===== config.mk =====
export PLATFORM = sky130hd
export DESIGN_NAME = vector_glyph_stroke_decoder_flat
export DESIGN_NICKNAME = d
export VERILOG_FILES = /design/src/rtl/vgsd_pkg.sv /design/src/rtl/vgsd_in_if.sv /design/src/rtl/vgsd_out_if.sv /design/src/rtl/vector_glyph_stroke_decoder.sv /design/src/flat_wrapper.sv
export SDC_FILE = /design/constraint.sdc
export NUM_CORES = 1
export LEC_CHECK = 0
export BUFFER_PORTS_ARGS = -buffer_cell sky130_fd_sc_hd__buf_2
export CORE_MARGIN = 3
export CORE_UTILIZATION = 54
export DETAILED_ROUTE_END_ITERATION = 10
export PLACE_DENSITY_LB_ADDON = 0.12
export SLEW_MARGIN = 0
export SYNTH_ARGS = -nofsm -noshare
export SYNTH_HDL_FRONTEND = slang
export SYNTH_SLANG_ARGS = --single-unit

===== constraint.sdc =====
create_clock -name i_clk -period 11.2 [get_ports i_clk]
set_clock_uncertainty 0.2 [all_clocks]
set_input_delay 2.24 -clock i_clk [delete_from_list [all_inputs] [get_ports i_clk]]
set_output_delay 2.24 -clock i_clk [all_outputs]
set_load 0.01 [all_outputs]

===== src/rtl/vgsd_pkg.sv =====
package vgsd_pkg;

    localparam int SUM_WIDTH = 16;
    localparam int STROKE_W  = 8;
    localparam int ORIGIN_W  = 16;
    localparam int COORD_W   = 32;
    localparam int SCALE_W   = 8;
    localparam int CFG_IDX_W = 1;

    localparam logic [CFG_IDX_W-1:0] REG_SCALE_X = CFG_IDX_W'(0);
    localparam logic [CFG_IDX_W-1:0] REG_SCALE_Y = CFG_IDX_W'(1);

    localparam logic [SCALE_W-1:0]  SCALE_RESET = SCALE_W'(1);
    localparam logic [STROKE_W-1:0] MOVE_MARK   = {1'b1, {(STROKE_W-1){1'b0}}};

    typedef enum logic [1:0] {
        PK_MOVE = 2'd0,
        PK_LINE = 2'd1,
        PK_NONE = 2'd2
    } t_point_kind;

endpackage


===== src/rtl/vgsd_in_if.sv =====
interface vgsd_in_if;
    logic                                  valid;
    logic                                  ready;
    logic signed [vgsd_pkg::STROKE_W-1:0]  stroke_byte;
    logic                                  first_byte;
    logic                                  last_byte;
    logic signed [vgsd_pkg::ORIGIN_W-1:0]  origin_x;
    logic signed [vgsd_pkg::ORIGIN_W-1:0]  origin_y;

    modport source (
        output valid, stroke_byte, first_byte, last_byte, origin_x, origin_y,
        input  ready
    );
    modport sink (
        input  valid, stroke_byte, first_byte, last_byte, origin_x, origin_y,
        output ready
    );
endinterface


===== src/rtl/vgsd_out_if.sv =====
interface vgsd_out_if;
    logic                                 valid;
    logic                                 ready;
    vgsd_pkg::t_point_kind                point_kind;
    logic signed [vgsd_pkg::COORD_W-1:0]  point_x;
    logic signed [vgsd_pkg::COORD_W-1:0]  point_y;
    logic                                 glyph_end;

    modport source (
        output valid, point_kind, point_x, point_y, glyph_end,
        input  ready
    );
    modport sink (
        input  valid, point_kind, point_x, point_y, glyph_end,
        output ready
    );
endinterface


===== src/rtl/vector_glyph_stroke_decoder.sv =====
// A word that completes a point or ends the glyph gives a result word via the
// input register, then the result register.
// Throughput: one word per cycle unless the output stalls; the decode, 32x8
// scale multiply and origin add form the single stage between the registers.
// Reset (synchronous, active low): scales to 1, glyph idle until a first byte.
module vector_glyph_stroke_decoder (
    input  logic                             i_clk,
    input  logic                             i_rst_n,
    input  logic                             i_cfg_we,
    input  logic [vgsd_pkg::CFG_IDX_W-1:0]   i_cfg_idx,
    input  logic [vgsd_pkg::SCALE_W-1:0]     i_cfg_data,
    vgsd_in_if.sink                          i_in,
    vgsd_out_if.source                       o_out
);

    // input register
    logic                                  r_s1_valid;
    logic [vgsd_pkg::STROKE_W-1:0]         r_s1_byte;
    logic                                  r_s1_first;
    logic                                  r_s1_last;
    logic [vgsd_pkg::ORIGIN_W-1:0]         r_s1_org_x;
    logic [vgsd_pkg::ORIGIN_W-1:0]         r_s1_org_y;

    // configuration
    logic [vgsd_pkg::SCALE_W-1:0]          r_scale_x;
    logic [vgsd_pkg::SCALE_W-1:0]          r_scale_y;

    // decoder state
    logic                                  r_pair_phase, n_pair_phase;
    logic                                  r_move_flag,  n_move_flag;
    logic [vgsd_pkg::STROKE_W-1:0]         r_held,       n_held;
    logic [vgsd_pkg::SUM_WIDTH-1:0]        r_sum_x,      n_sum_x;
    logic [vgsd_pkg::SUM_WIDTH-1:0]        r_sum_y,      n_sum_y;
    logic                                  r_zero_wait,  n_zero_wait;
    logic                                  r_wait_move,  n_wait_move;
    logic                                  r_done,       n_done;
    logic [vgsd_pkg::ORIGIN_W-1:0]         r_lat_x,      n_lat_x;
    logic [vgsd_pkg::ORIGIN_W-1:0]         r_lat_y,      n_lat_y;

    // result register
    logic                                  r_out_valid;
    vgsd_pkg::t_point_kind                 r_out_kind,   n_kind;
    logic [vgsd_pkg::COORD_W-1:0]          r_out_x,      n_x;
    logic [vgsd_pkg::COORD_W-1:0]          r_out_y,      n_y;
    logic                                  r_out_end;

    logic                                  n_have;
    logic                                  out_free;
    logic                                  s1_fire;
    logic                                  in_fire;
    logic                                  s1_emit;

    assign out_free = !r_out_valid || o_out.ready;
    assign s1_fire  = r_s1_valid && out_free;
    assign in_fire  = i_in.valid && i_in.ready;
    assign s1_emit  = s1_fire && (n_have || r_s1_last);

    assign i_in.ready = !r_s1_valid || out_free;

    assign o_out.valid      = r_out_valid;
    assign o_out.point_kind = r_out_kind;
    assign o_out.point_x    = r_out_x;
    assign o_out.point_y    = r_out_y;
    assign o_out.glyph_end  = r_out_end;

    always_comb begin
        logic [vgsd_pkg::COORD_W-1:0] sx;
        logic [vgsd_pkg::COORD_W-1:0] sy;
        logic [vgsd_pkg::COORD_W-1:0] ox;
        logic [vgsd_pkg::COORD_W-1:0] oy;
        logic                         b_zero;
        logic                         b_mark;

        n_pair_phase = r_pair_phase;
        n_move_flag  = r_move_flag;
        n_held       = r_held;
        n_sum_x      = r_sum_x;
        n_sum_y      = r_sum_y;
        n_zero_wait  = r_zero_wait;
        n_wait_move  = r_wait_move;
        n_done       = r_done;
        n_lat_x      = r_lat_x;
        n_lat_y      = r_lat_y;
        n_have       = 1'b0;
        n_kind       = vgsd_pkg::PK_NONE;
        b_zero       = (r_s1_byte == '0);
        b_mark       = (r_s1_byte == vgsd_pkg::MOVE_MARK);

        if (r_s1_first) begin
            n_lat_x      = r_s1_org_x;
            n_lat_y      = r_s1_org_y;
            n_sum_x      = '0;
            n_sum_y      = '0;
            n_pair_phase = 1'b0;
            n_move_flag  = 1'b0;
            n_held       = '0;
            n_zero_wait  = 1'b0;
            n_wait_move  = 1'b0;
            n_done       = 1'b0;
        end

        if (!n_done) begin
            if (n_zero_wait) begin
                n_zero_wait = 1'b0;
                if (b_zero) begin
                    n_done = 1'b1;
                end else begin
                    n_have = 1'b1;
                    n_kind = n_wait_move ? vgsd_pkg::PK_MOVE : vgsd_pkg::PK_LINE;
                    if (b_mark) begin
                        n_move_flag = 1'b1;
                    end else begin
                        n_held       = r_s1_byte;
                        n_pair_phase = 1'b1;
                    end
                end
            end else if (!n_pair_phase) begin
                if (b_mark && !n_move_flag) begin
                    n_move_flag = 1'b1;
                end else begin
                    n_held       = r_s1_byte;
                    n_pair_phase = 1'b1;
                end
            end else begin
                n_pair_phase = 1'b0;
                if (n_held == '0 && b_zero && !r_s1_last) begin
                    n_zero_wait = 1'b1;
                    n_wait_move = n_move_flag;
                end else begin
                    n_sum_x = n_sum_x + vgsd_pkg::SUM_WIDTH'($signed(n_held));
                    n_sum_y = n_sum_y + vgsd_pkg::SUM_WIDTH'($signed(r_s1_byte));
                    n_have  = 1'b1;
                    n_kind  = n_move_flag ? vgsd_pkg::PK_MOVE : vgsd_pkg::PK_LINE;
                end
                n_move_flag = 1'b0;
            end
        end

        // point = origin + sign-extended sum * scale, modulo 2^32
        sx = vgsd_pkg::COORD_W'($signed(n_sum_x));
        sy = vgsd_pkg::COORD_W'($signed(n_sum_y));
        ox = vgsd_pkg::COORD_W'($signed(n_lat_x));
        oy = vgsd_pkg::COORD_W'($signed(n_lat_y));
        n_x = '0;
        n_y = '0;
        if (n_have) begin
            n_x = ox + vgsd_pkg::COORD_W'(sx * vgsd_pkg::COORD_W'(r_scale_x));
            n_y = oy + vgsd_pkg::COORD_W'(sy * vgsd_pkg::COORD_W'(r_scale_y));
        end

        if (r_s1_last) begin
            n_done       = 1'b1;
            n_zero_wait  = 1'b0;
            n_wait_move  = 1'b0;
            n_pair_phase = 1'b0;
            n_move_flag  = 1'b0;
        end
    end

    always_ff @(posedge i_clk) begin
        if (!i_rst_n) begin
            r_s1_valid   <= 1'b0;
            r_out_valid  <= 1'b0;
            r_scale_x    <= vgsd_pkg::SCALE_RESET;
            r_scale_y    <= vgsd_pkg::SCALE_RESET;
            r_pair_phase <= 1'b0;
            r_move_flag  <= 1'b0;
            r_held       <= '0;
            r_sum_x      <= '0;
            r_sum_y      <= '0;
            r_zero_wait  <= 1'b0;
            r_wait_move  <= 1'b0;
            r_done       <= 1'b1;
            r_lat_x      <= '0;
            r_lat_y      <= '0;
        end else begin
            if (i_cfg_we) begin
                if (i_cfg_idx == vgsd_pkg::REG_SCALE_X) begin
                    r_scale_x <= i_cfg_data;
                end else if (i_cfg_idx == vgsd_pkg::REG_SCALE_Y) begin
                    r_scale_y <= i_cfg_data;
                end
            end

            if (in_fire) begin
                r_s1_valid <= 1'b1;
            end else if (s1_fire) begin
                r_s1_valid <= 1'b0;
            end

            if (s1_emit) begin
                r_out_valid <= 1'b1;
            end else if (o_out.ready) begin
                r_out_valid <= 1'b0;
            end

            if (s1_fire) begin
                r_pair_phase <= n_pair_phase;
                r_move_flag  <= n_move_flag;
                r_held       <= n_held;
                r_sum_x      <= n_sum_x;
                r_sum_y      <= n_sum_y;
                r_zero_wait  <= n_zero_wait;
                r_wait_move  <= n_wait_move;
                r_done       <= n_done;
                r_lat_x      <= n_lat_x;
                r_lat_y      <= n_lat_y;
            end
        end
    end

    always_ff @(posedge i_clk) begin
        if (in_fire) begin
            r_s1_byte  <= i_in.stroke_byte;
            r_s1_first <= i_in.first_byte;
            r_s1_last  <= i_in.last_byte;
            r_s1_org_x <= i_in.origin_x;
            r_s1_org_y <= i_in.origin_y;
        end
        if (s1_emit) begin
            r_out_kind <= n_kind;
            r_out_x    <= n_x;
            r_out_y    <= n_y;
            r_out_end  <= r_s1_last;
        end
    end

    a_none_is_end: assert property (@(posedge i_clk) disable iff (!i_rst_n)
        r_out_valid && r_out_kind == vgsd_pkg::PK_NONE |-> r_out_end)
        else $error("no-point word without glyph end");

    a_none_zero: assert property (@(posedge i_clk) disable iff (!i_rst_n)
        r_out_valid && r_out_kind == vgsd_pkg::PK_NONE |-> r_out_x == '0 && r_out_y == '0)
        else $error("no-point word with non-zero coordinates");

    a_done_clean: assert property (@(posedge i_clk) disable iff (!i_rst_n)
        r_done |-> !r_pair_phase && !r_zero_wait && !r_move_flag)
        else $error("ended glyph left with pending stroke state");

    a_wait_clean: assert property (@(posedge i_clk) disable iff (!i_rst_n)
        r_zero_wait |-> !r_pair_phase && !r_move_flag)
        else $error("held zero pair with open point");

    a_free_ready: assert property (@(posedge i_clk) disable iff (!i_rst_n)
        !r_out_valid |-> i_in.ready)
        else $error("input stalled with empty result register");

endmodule

===== src/flat_wrapper.sv =====
// flat-port wrapper written by rule: the top's interface ports become plain ports
module vector_glyph_stroke_decoder_flat 
  (i_clk, i_rst_n, i_cfg_we, i_cfg_idx, i_cfg_data, i_in_valid, i_in_stroke_byte, i_in_first_byte, i_in_last_byte, i_in_origin_x, i_in_origin_y, i_in_ready, o_out_valid, o_out_point_kind, o_out_point_x, o_out_point_y, o_out_glyph_end, o_out_ready);
  vgsd_in_if i_in_i ();
  vgsd_out_if o_out_i ();
  input  logic i_clk;
  input  logic i_rst_n;
  input  logic i_cfg_we;
  input  logic [vgsd_pkg::CFG_IDX_W-1:0] i_cfg_idx;
  input  logic [vgsd_pkg::SCALE_W-1:0] i_cfg_data;
  input wire logic [$bits(i_in_i.valid)-1:0] i_in_valid;
  input wire logic [$bits(i_in_i.stroke_byte)-1:0] i_in_stroke_byte;
  input wire logic [$bits(i_in_i.first_byte)-1:0] i_in_first_byte;
  input wire logic [$bits(i_in_i.last_byte)-1:0] i_in_last_byte;
  input wire logic [$bits(i_in_i.origin_x)-1:0] i_in_origin_x;
  input wire logic [$bits(i_in_i.origin_y)-1:0] i_in_origin_y;
  output wire logic [$bits(i_in_i.ready)-1:0] i_in_ready;
  output wire logic [$bits(o_out_i.valid)-1:0] o_out_valid;
  output wire logic [$bits(o_out_i.point_kind)-1:0] o_out_point_kind;
  output wire logic [$bits(o_out_i.point_x)-1:0] o_out_point_x;
  output wire logic [$bits(o_out_i.point_y)-1:0] o_out_point_y;
  output wire logic [$bits(o_out_i.glyph_end)-1:0] o_out_glyph_end;
  input wire logic [$bits(o_out_i.ready)-1:0] o_out_ready;
  assign i_in_i.valid = i_in_valid;
  assign i_in_i.stroke_byte = i_in_stroke_byte;
  assign i_in_i.first_byte = i_in_first_byte;
  assign i_in_i.last_byte = i_in_last_byte;
  assign i_in_i.origin_x = i_in_origin_x;
  assign i_in_i.origin_y = i_in_origin_y;
  assign i_in_ready = i_in_i.ready;
  assign o_out_valid = o_out_i.valid;
  assign o_out_point_kind = o_out_i.point_kind;
  assign o_out_point_x = o_out_i.point_x;
  assign o_out_point_y = o_out_i.point_y;
  assign o_out_glyph_end = o_out_i.glyph_end;
  assign o_out_i.ready = o_out_ready;
  vector_glyph_stroke_decoder u_core (.i_clk(i_clk), .i_rst_n(i_rst_n), .i_cfg_we(i_cfg_we), .i_cfg_idx(i_cfg_idx), .i_cfg_data(i_cfg_data), .i_in(i_in_i), .o_out(o_out_i));
endmodule

======== Word-level counts from Yosys, hierarchy flattened ========
Index checks and enable logic that the tools add are counted.
storage, ports and cells
  flip-flop bits (word level) ............. 204
  bits of input ports ..................... 56
  output and inout bits ................... 69
cells by class
  add/subtract/negate cells ............... 4
  multiply operators ...................... 2
  equality and inequality tests ........... 1
  multiplexer cells ....................... 67
  bitwise gates (word level) .............. 1
  reduce and logical (&&, ||, !) cells .... 19
operators by type and width
  operator              number
  $mux W16              12
  $add A32 B32 Y32      2
  $mux W8               7
  $mul A16 B9 Y25       2
  $mux W1               44
  $add A16 B16 Y16      2
  $logic_not A8 Y1      2
  $eq A8 B8 Y1 const B  1
  $mux W2               4
  $logic_and A1 B1 Y1   6
  $logic_not A1 Y1      4
  $reduce_and A2 Y1     2
  $reduce_bool A2 Y1    2
  $logic_or A1 B1 Y1    3
  $not A1 Y1            1

======== Logic depth before layout (Yosys ltp) ========
Gate-level depths: netlist of the first run.
  depth after elaboration ................. 11
  mapped depth ............................ 42
  depth with buffers taken out ............ 40

======== Worst setup path after synthesis of the first run ========
OpenSTA, ideal clock, no wires.
  kind .................................... flip-flop to flip-flop
  from .................................... reg u_core.r_s1_first
  to ...................................... reg u_core.r_out_x, in the netlist u_core.o_out.point_x[24] (data pin)
  library setup time ...................... 0.270 ns
  data arrival time ....................... 9.786 ns
  data required time ...................... 10.730 ns
  setup slack ............................. 0.944 ns
  stages on the path, launching flop included .. 41
  period minus slack after synthesis ...... 10.256 ns
  path through ............................ edfxtp_1 -> clkbuf_1 -> clkbuf_1 -> buf_1 -> clkbuf_1 -> nor2b_1 -> ha_1 -> fa_1 -> maj3_1 -> a21o_1 -> maj3_1 -> maj3_1 -> xnor2_1 -> or3_1 -> a21oi_2 -> nand2_1 -> fa_1 -> inv_1 -> [... 5 more ...] -> ha_1 -> o21a_1 -> o21ai_0 -> nand2b_1 -> a311oi_1 -> nor2_1 -> or2_2 -> a21oi_1 -> xnor2_1 -> ha_1 -> a21oi_1 -> nand2b_1 -> o2111a_1 -> o21ai_0 -> a311oi_1 -> o31a_1 -> nor3_1 -> nor3_1
on the way
  longest elaborated chain between the ends .. 10
RTL lines
  item                                                                       RTL line                            RTL
  start, declared                                                            vector_glyph_stroke_decoder.sv:19   logic r_s1_first;
  start signal, assigned                                                     vector_glyph_stroke_decoder.sv:215  r_s1_first <= i_in.first_byte;
  parallel branches: the longest is 10 deep, another holds $add A32 B32 Y32  -
  end signal, assigned                                                       vector_glyph_stroke_decoder.sv:222  r_out_x <= n_x;
  end, declared                                                              vector_glyph_stroke_decoder.sv:43   logic [vgsd_pkg::COORD_W-1:0] r_out_x, n_x;
Parallel ways; which one is timed is not known.
A chain may end at the register's enable or synchronous reset.

======== Final worst setup path of the first run ========
  from .................................... reg u_core.r_s1_first
  to ...................................... reg u_core.r_out_x, in the netlist u_core.o_out.point_x[25] (data pin)
Same word-level chain as after synthesis.

==> results of run 1 <==
==> logic make-up (layout without fill, tap and decap cells) <==
family	Yosys count	in the layout	share of synthesized area, %
simple gates	763	763	17.5
compound gates	459	459	14.3
buf+inv	437	538	7.82
fa+ha+maj	386	386	29.9
flops	204	204	24.2
xor+xnor	98	98	4.05
mux	42	42	2.18
==> area by class of cell <==
cell class | count | area, sq um | area share (%)
Multi-Input combinational cell | 1748 | 14500 | 62.6
Clock buffer | 33 | 656 | 2.83
Tap cell | 518 | 648 | 2.79
Timing Repair Buffer | 143 | 776 | 3.34
Inverter | 349 | 1310 | 5.65
Clock inverter | 13 | 121 | 0.523
Sequential cell | 204 | 5170 | 22.3
==> worst paths after layout <==
kind | slack (ps) | endpoint | cells past startpoint
max | 1080 | u_core.o_out.point_x[25]$_SDFFCE_PN0P_ | 34
min | 260 | u_core.r_lat_x[13]$_SDFFE_PN0P_ | 2
max reg2reg | 1080 | u_core.o_out.point_x[25]$_SDFFCE_PN0P_ | 34
min reg2reg | 260 | u_core.r_lat_x[13]$_SDFFE_PN0P_ | 2
==> layout by cell type (no fill, tap or decap), drive strengths merged, types with 7 or more instances in the layout <==
master  count
o21ai     110
o211ai      9
nor3b       9
nor3       26
nor4       10
a311oi      8
buf       143
fa        208
edfxtp    109
a21o       40
a31oi       7
inv       353
o21bai     18
xor2       30
nand3      50
nand2     272
and2      106
and3       14
ha        172
o21a       19
or3        15
a21boi     60
nor2b      85
a21oi     113
nand2b     38
dfxtp      95
mux2       36
clkbuf     33
xnor2      68
clkinv      8
nor2      121
a22oi       8
==> routing by layer <==
metal / share of wire (%) / track usage (%) / vias up
met5: 0 / 0 / -
met4: 1.6 / 3.95 / 0
met3: 5.3 / 3.34 / 54
met2: 43 / 37.6 / 397
met1: 50 / 35.9 / 7894
li1: - / - / 8059
==> tightest hold or removal path, cell delays in order, from the launching register on <==
cell	delay, ps
dfxtp_1	310
nand2_1	40
a21boi_0	60
==> flip-flops by register name (all words and copies together) (netlist names), 2 cells and up <==
register                 cells
u_core.r_s1_byte             8
u_core.o_out.point_y        32
u_core.r_sum_x              16
u_core.o_out.point_x        32
u_core.r_s1_org_x           16
u_core.o_out.point_kind      2
u_core.r_s1_org_y           16
u_core.r_held                8
u_core.r_lat_x              16
u_core.r_sum_y              16
u_core.r_lat_y              16
u_core.r_scale_x             8
u_core.r_scale_y             8
==> synth_stat cells (all sizes together), types with 18 or more instances <==
| library cell | instances | share of area (%) |
|---|---|---|
| o21a | 19 | 0.67 |
| nand3 | 50 | 1.2 |
| xor2 | 30 | 1.2 |
| fa | 208 | 20 |
| nor2 | 121 | 2.1 |
| mux2 | 36 | 1.9 |
| o21ai | 110 | 2.7 |
| nand2b | 38 | 1.1 |
| nor2b | 85 | 2.5 |
| and2 | 106 | 3.1 |
| a21oi | 113 | 2.7 |
| ha | 172 | 10 |
| clkbuf | 69 | 1.2 |
| edfxtp | 109 | 15 |
| inv | 349 | 6.1 |
| nor3 | 26 | 0.61 |
| xnor2 | 68 | 2.8 |
| dfxtp | 95 | 8.9 |
| a21o | 40 | 1.4 |
| buf | 19 | 0.47 |
| a21boi | 60 | 2.1 |
| nand2 | 272 | 4.8 |
| o21bai | 18 | 0.63 |
==> metrics by stage <==
step           cell area [sq um]  instances  utilization (%)
4_1_cts                    23200       3008             59.8
2_1_floorplan              21400       2389                -
6_report                   23200       3008             59.8
3_5_place_dp               22400       2962             57.8
3_3_place_gp               22400       2962             57.8
5_1_grt                    23200       3008             59.8
==> report_power, final <==
part | switching [mW] | internal, mW | leakage, nW
combinational | 0.193 | 0.129 | 8.68
sequential | 0.0349 | 0.818 | 1.74
clock | 0.331 | 0.442 | 0.382
total | 0.559 | 1.39 | 10.8
==> flow_summary.ini, run 1 <==
[run_status]
outcome = complete, no violations

[finish]
area_delta_synth_final_pct = 8.66
drive_gt1_share_pct = 10.2
layout.nets = 2907
antennaDiodeCount = 0
nFillCells = 3397

[clocking]
post_cts_buffers = 0
cts_inserted_buffers = 25
cts-root-buf = clkbuf_16
htree_levels = 1
clkSlewWorstSetupHoldPaths_ps = 60
cts_hold_buf = 0
ctsResizeCount = 0
insertion_delay_ps = 550
clockBufferDepth = 3
cts.sinks = 204
cts_tree = built

[global_route]
grt_pass1_vias = 16500
grt_pass1_wl_mm = 83.0
grtUsageTotal_pct = 23.9
antenna_found_initial = 0
grt_max_degree = 80
grt-ovfl-total = 0

[routing]
vias_per_cell = 5.45
post_drt_wl_per_cell_um = 16.4
drt_iter0_drc = 926
drtAntennaViolNets = 0
drt_first_pass_iters = 5
vias = 16400
wirelength_mm = 49.3
drc = 0

[job]
maxCapViolCount = 0

[critical_path]
path_buf_inv = 4
crit_fanout = 11
cp.required_ps = 11250
r2r-start = u_core.r_s1_first$_DFFE_PP_
crit_top_cell = fa_1
cp.arrival_ps = 10160
crit_start = u_core.r_s1_first$_DFFE_PP_
cpPeakStageDelay_ps = 550
crit_path_end_kind = flop
slowest_stage = fa_1
crit_path_start_kind = flop
critPathTopFamily = adder cells
crit_type = flop to flop

[timing]
hold_viol_final = 0
worst_slew_pin_slew_ps = 1000
finalSetupTns_ps = 0
slew_violations = 0
timing.fmax_ghz = 0.0988
min_period_ps = 10120
rsz0062_at_grt = false
worst_slack_ps = 1080
hold_slack_ps = 262
setup_viol = 0
slew_headroom_pct = 33.2
post-route-period-util_pct = 90.3

[synth]
synth-async-reset-ratio_pct = 0
syn_area_sq_um = 21400
syn-num-nets = 2825
synth_cells = 2389
yosys_warnings = 0
ys_ff_latch = 204
synth_ff_type = edfxtp_1
yosysSeqAreaShare_pct = 24.2
synth_edf_count = 109
yosysUniqueCellTypes = 78
postSynthAreaPerCell_sq_um = 8.94

[power]
total_power_mw = 1.95
leakagePower_nw = 10.8
ir_worst_vdd_mv = 0.124
powerDensity_nw_per_um2 = 84.0

[worst_hold_path]
hp-class = flop to flop
hp-start = u_core.r_lat_x[13]$_SDFFE_PN0P_

[floorplanning]
rows = 72
dieArea_sq_um = 42000
coreArea_sq_um = 38800
start_util_pct = 55.0
die_height_um = 205
io_pins = 125
die_x_um = 205

[placed_design]
dp_hpwl_mm = 37.1
numPortBuffers = 124
dp_slack_ps = 1190
place.gp.congestion = 0.882
(Power assumes the default switching activity.)
==> run 2, diff against run 1 <==
--- a/config.mk
+++ b/config.mk
@@ -8,8 +8,10 @@
 export BUFFER_PORTS_ARGS = -buffer_cell sky130_fd_sc_hd__buf_2
 export CORE_MARGIN = 3
 export CORE_UTILIZATION = 54
+export CTS_CLUSTER_DIAMETER = 60
 export DETAILED_ROUTE_END_ITERATION = 10
 export PLACE_DENSITY_LB_ADDON = 0.12
+export REMOVE_ABC_BUFFERS = 1
 export SLEW_MARGIN = 0
 export SYNTH_ARGS = -nofsm -noshare
 export SYNTH_HDL_FRONTEND = slang
==> run 2 against run 1 <==
  * Sequential power about the same
  * Die area unchanged
  * Clock-buffer cell count up 5
  * Sequential share of layout area down 0.18 points
  * First-iteration DRC count up 5.4%
  * Design area up 0.84%
  * Global-route usage down 0.10 points
  * Register-to-register slack better by 90 ps
  * Clock power up 21%
  * Critical path type unchanged
  * Hold slack worse by 1.5 ps
  * Worst setup slack better by 89 ps
  * Critical endpoint is now u_core.o_out.point_x[27]$_SDFFCE_PN0P_
==> flow_summary.ini, run 2 (synthesis gave the netlist of run 1 again) <==
[run_status]
outcome = complete, no violations

[global_route]
grt_pass1_wl_mm = 82.1
antenna_found_initial = 4
grt-ovfl-total = 0
grt_max_degree = 97
grt_pass1_vias = 16600
grtUsageTotal_pct = 23.8

[floorplanning]
dieArea_sq_um = 42000
die_height_um = 205
rows = 72
coreArea_sq_um = 38800
die_x_um = 205
io_pins = 125
start_util_pct = 55.0

[clocking]
clkSlewWorstSetupHoldPaths_ps = 60
cts_tree = built
cts-root-buf = clkbuf_16
cts.sinks = 204
ctsResizeCount = 0
insertion_delay_ps = 570
post_cts_buffers = 0
cts_inserted_buffers = 30
clockBufferDepth = 3
cts_hold_buf = 0
htree_levels = 1

[placed_design]
numPortBuffers = 124
place.gp.congestion = 0.880
dp_cells = 2962
dp_hpwl_mm = 37.0
placed_area_sq_um = 22400

[finish]
fin_area_sq_um = 23400
area_delta_synth_final_pct = 9.57
antennaDiodeCount = 0
post-route-util_pct = 60.3
fin_cells = 3018
final_cell_mix = inv_1 (347), nand2_1 (271), fa_1 (208)
layout.nets = 2912
drive_gt1_share_pct = 10.6
final_common_cell = inv_1

[critical_path]
crit_type = flop to flop
crit_fanout = 20
crit_path_end_kind = flop
cpPeakStageDelay_ps = 730
cp.required_ps = 11390
slowest_stage = a41oi_1
cp.arrival_ps = 10220
crit_path_start_kind = flop

[routing]
drt_first_pass_iters = 6
wirelength_mm = 49.5
drt_iter0_drc = 976
vias = 16600
drtAntennaViolNets = 0
vias_per_cell = 5.50
post_drt_wl_per_cell_um = 16.4
drc = 0

[job]
maxCapViolCount = 0

[timing]
finalSetupTns_ps = 0
min_period_ps = 10030
hold_viol_final = 0
slew_headroom_pct = 27.7
slew_violations = 0
rsz0062_at_grt = false
post-route-period-util_pct = 89.5
worst_slew_pin_slew_ps = 1080
setup_viol = 0
timing.fmax_ghz = 0.0997

[worst_hold_path]
hp-class = flop to flop

[power]
ir_worst_vdd_mv = 0.105
powerDensity_nw_per_um2 = 90.1
leakagePower_nw = 10.9
[run 2: path summary, 6_finish.rpt]
| check | startpoint | slack, ps | depth (start not counted) | to |
|---|---|---|---|---|
| min | u_core.r_lat_y[12]$_SDFFE_PN0P_ | 260 | 2 | u_core.r_lat_y[12]$_SDFFE_PN0P_ |
| min reg2reg | u_core.r_lat_y[12]$_SDFFE_PN0P_ | 260 | 2 | u_core.r_lat_y[12]$_SDFFE_PN0P_ |
| max | u_core.r_s1_first$_DFFE_PP_ | 1170 | 34 | u_core.o_out.point_x[27]$_SDFFCE_PN0P_ |
| max reg2reg | u_core.r_s1_first$_DFFE_PP_ | 1170 | 34 | u_core.o_out.point_x[27]$_SDFFCE_PN0P_ |
[run 2: critical path, delay by kind of cell (launching register included)]
| family | cells | cell delay, ps |
|---|---|---|
| AOI/OAI and AO/OA | 16 | 4480 |
| adders and majority gates | 7 | 2980 |
| buffers and inverters | 4 | 390 |
| DFF | 1 | 490 |
| and+or+nand+nor | 7 | 1270 |
[run 2: cell type report]
class                           instances  area (sq um)
Sequential cell                       204          5170
Tap cell                              518           648
Fill cell                            3386         15400
Inverter                              349          1310
Multi-Input combinational cell       1748         14500
Timing Repair Buffer                  143           763
Clock inverter                         18           184
Clock buffer                           38           802
[run 2: stage by stage]
| stage | total power, mW | worst slack [ps] | hold slack [ps] |
|---|---|---|---|
| 6_report | 2.11 | 1170 | 260 |
| 3_3_place_gp | 1.18 | 1540 | 245 |
| 3_5_place_dp | 1.18 | 1260 | 253 |
| 5_1_grt | 2.20 | 379 | 282 |
| 2_1_floorplan | 1.08 | 409 | 235 |
| 4_1_cts | 2.13 | 1230 | 265 |
[run 2: power breakdown]
| group | switching [mW] | internal, mW | leakage, nW |
|---|---|---|---|
| Combinational | 0.194 | 0.129 | 8.67 |
| Clock | 0.374 | 0.561 | 0.479 |
| Sequential | 0.0324 | 0.818 | 1.74 |
[run 2: routing by layer]
layer  global-route usage [%]  part of all wire, %  vias up  wire (um)
li1                         -                    -     8086          -
met1                     34.4                   48     8011      23800
met2                     38.2                   44      415      22000
met3                     3.08                  5.5       78       2710
met4                     5.81                  2.0        6        991
met5                        0                0.079        -         39
==> run 3, diff against run 2 <==
--- a/config.mk
+++ b/config.mk
@@ -16,3 +16,4 @@
 export SYNTH_ARGS = -nofsm -noshare
 export SYNTH_HDL_FRONTEND = slang
 export SYNTH_SLANG_ARGS = --single-unit
+export TNS_END_PERCENT = 30
==> constraint.sdc (replaced) <==
create_clock -name i_clk -period 10.5 [get_ports i_clk]
set_clock_uncertainty 0.2 [all_clocks]
set_input_delay 2.1 -clock i_clk [delete_from_list [all_inputs] [get_ports i_clk]]
set_output_delay 2.1 -clock i_clk [all_outputs]
set_load 0.01 [all_outputs]
==> run 3 against run 2 <==
  * Combinational power rose by 6.2%
  * Design area hardly changed
  * Largest cell class unchanged
  * Clock power up 2.6%
  * Largest power group unchanged
  * Final cell count is essentially flat
  * Via count down 0.36%
  * Non-clock buffer count is the same
  * Die area stayed put
==> flow_summary.ini, run 3 (synthesis gave the netlist of run 1 again) <==
[global_route]
grt_pass1_vias = 16700
grt_max_degree = 97
antenna_found_initial = 1
grt_pass1_wl_mm = 81.6
grtUsageTotal_pct = 23.4
grt-ovfl-total = 0

[placed_design]
dp_hpwl_mm = 36.5
place.gp.congestion = 0.879
numPortBuffers = 124
placed_area_sq_um = 22400
dp_slack_ps = 555

[timing]
setup_viol = 0
hold_viol_final = 0
post-route-period-util_pct = 94.0
hold_slack_ps = 263
min_period_ps = 9870
worst_slack_ps = 633
worst_slew_pin_slew_ps = 1030
timing.fmax_ghz = 0.101
slew_headroom_pct = 30.9
rsz0062_at_grt = false
slew_violations = 0

[floorplanning]
dieArea_sq_um = 42000
coreArea_sq_um = 38800
die_x_um = 205
start_util_pct = 55.0
io_pins = 125
die_height_um = 205
rows = 72

[power]
leakagePower_nw = 10.9
p_int_mw = 1.58
clkPwrFrac_pct = 43.4
powerDensity_nw_per_um2 = 94.4
ir_worst_vdd_mv = 0.146
swShare_pct = 28.7
power.switching_mw = 0.633
pwr-share-comb_pct = 15.5
power_frac_seq_pct = 41.1

[clocking]
clockBufferDepth = 3
htree_levels = 1
cts_tree = built
post_cts_buffers = 0
insertion_delay_ps = 570
cts_hold_buf = 0
cts.sinks = 204
cts_inserted_buffers = 28
clkSlewWorstSetupHoldPaths_ps = 60
cts-root-buf = clkbuf_16

[finish]
layout.nets = 2910
nFillCells = 3459
final_common_cell = inv_1
post-route-util_pct = 60.3
drive_gt1_share_pct = 10.9
final_cell_mix = inv_1 (347), nand2_1 (271), fa_1 (208)
area_delta_synth_final_pct = 9.62
fin_area_sq_um = 23400

[routing]
drc = 0
drt_iter0_drc = 994
wirelength_mm = 48.5
vias_per_cell = 5.48
post_drt_wl_per_cell_um = 16.1
drt_first_pass_iters = 5
vias = 16500
drtAntennaViolNets = 0

[critical_path]
cpPeakStageDelay_ps = 560
crit_top_cell = o21ai_0
crit_path_end_kind = flop
cp.arrival_ps = 9990
slowest_stage = fa_1
crit_path_start_kind = flop
crit_type = flop to flop
crit_fanout = 42
cp.required_ps = 10620

[run_status]
outcome = complete, no violations

[worst_hold_path]
hp-class = flop to flop

[job]
maxCapViolCount = 0
==> run 3: cell type report <==
class	instances	area [sq um]	share of cell area, %
well taps	518	648	2.77
inverters	349	1310	5.60
repair buffers	143	763	3.26
clock buffers	39	833	3.56
diodes	1	2.50	0.0107
multi-input cells	1748	14500	62.1
flip-flops and latches	204	5170	22.1
clock inverters	13	131	0.561
==> run 3: metal layers <==
metal	track usage (%)	up-vias	part of all wire (%)
met1	34.3	8025	48
li1	-	8071	-
met2	37.8	383	44
met3	3.24	57	5.6
met5	0	-	0
met4	4.05	0	1.6
==> run 3: power by group through the flow <==
stage                     registers [mW]  logic, mW  clock network, mW
after CTS                          0.907      0.343              0.976
after global routing               0.911      0.387               1.01
final                              0.907      0.343              0.959
after detailed placement           0.923      0.340                  0
after floorplan                    0.919      0.235                  0
after global placement             0.922      0.330                  0
==> run 3: critical path: cells and delay by family (launching register included) <==
kind / cells / cell delay (ps)
buf+inv: 4 / 590
compound gates: 16 / 3400
simple gates: 7 / 920
flops: 1 / 450
fa+ha+maj: 9 / 3720
xor+xnor: 2 / 320
==> run 3: what timing repair did <==
| item | 4_1_cts | 5_1_grt |
|---|---|---|
| gates resized for setup | 0 | 9 |
| hold endpoints to repair | 0 | 0 |
| endpoints found under the setup margin | 0 | 15 |
==> run 3: final timing paths <==
check,cells past startpoint,end,slack (ps),startpoint
worst min-delay path,2,u_core.r_lat_x[7]$_SDFFE_PN0P_,260,u_core.r_lat_x[7]$_SDFFE_PN0P_
worst min register to register,2,u_core.r_lat_x[7]$_SDFFE_PN0P_,260,u_core.r_lat_x[7]$_SDFFE_PN0P_
worst max-delay path,38,u_core.o_out.point_y[24]$_SDFFCE_PN0P_,630,u_core.r_s1_first$_DFFE_PP_
worst max register to register,38,u_core.o_out.point_y[24]$_SDFFCE_PN0P_,630,u_core.r_s1_first$_DFFE_PP_
==> run 3: metrics by stage <==
stage                     power, mW  TNS [ps]  instances
after floorplan                1.15     -2430       2301
after global placement         1.25         0       2962
after detailed placement       1.26         0       2962
after CTS                      2.23         0       3014
after global routing           2.31         0       3014
final                          2.21         0       3015
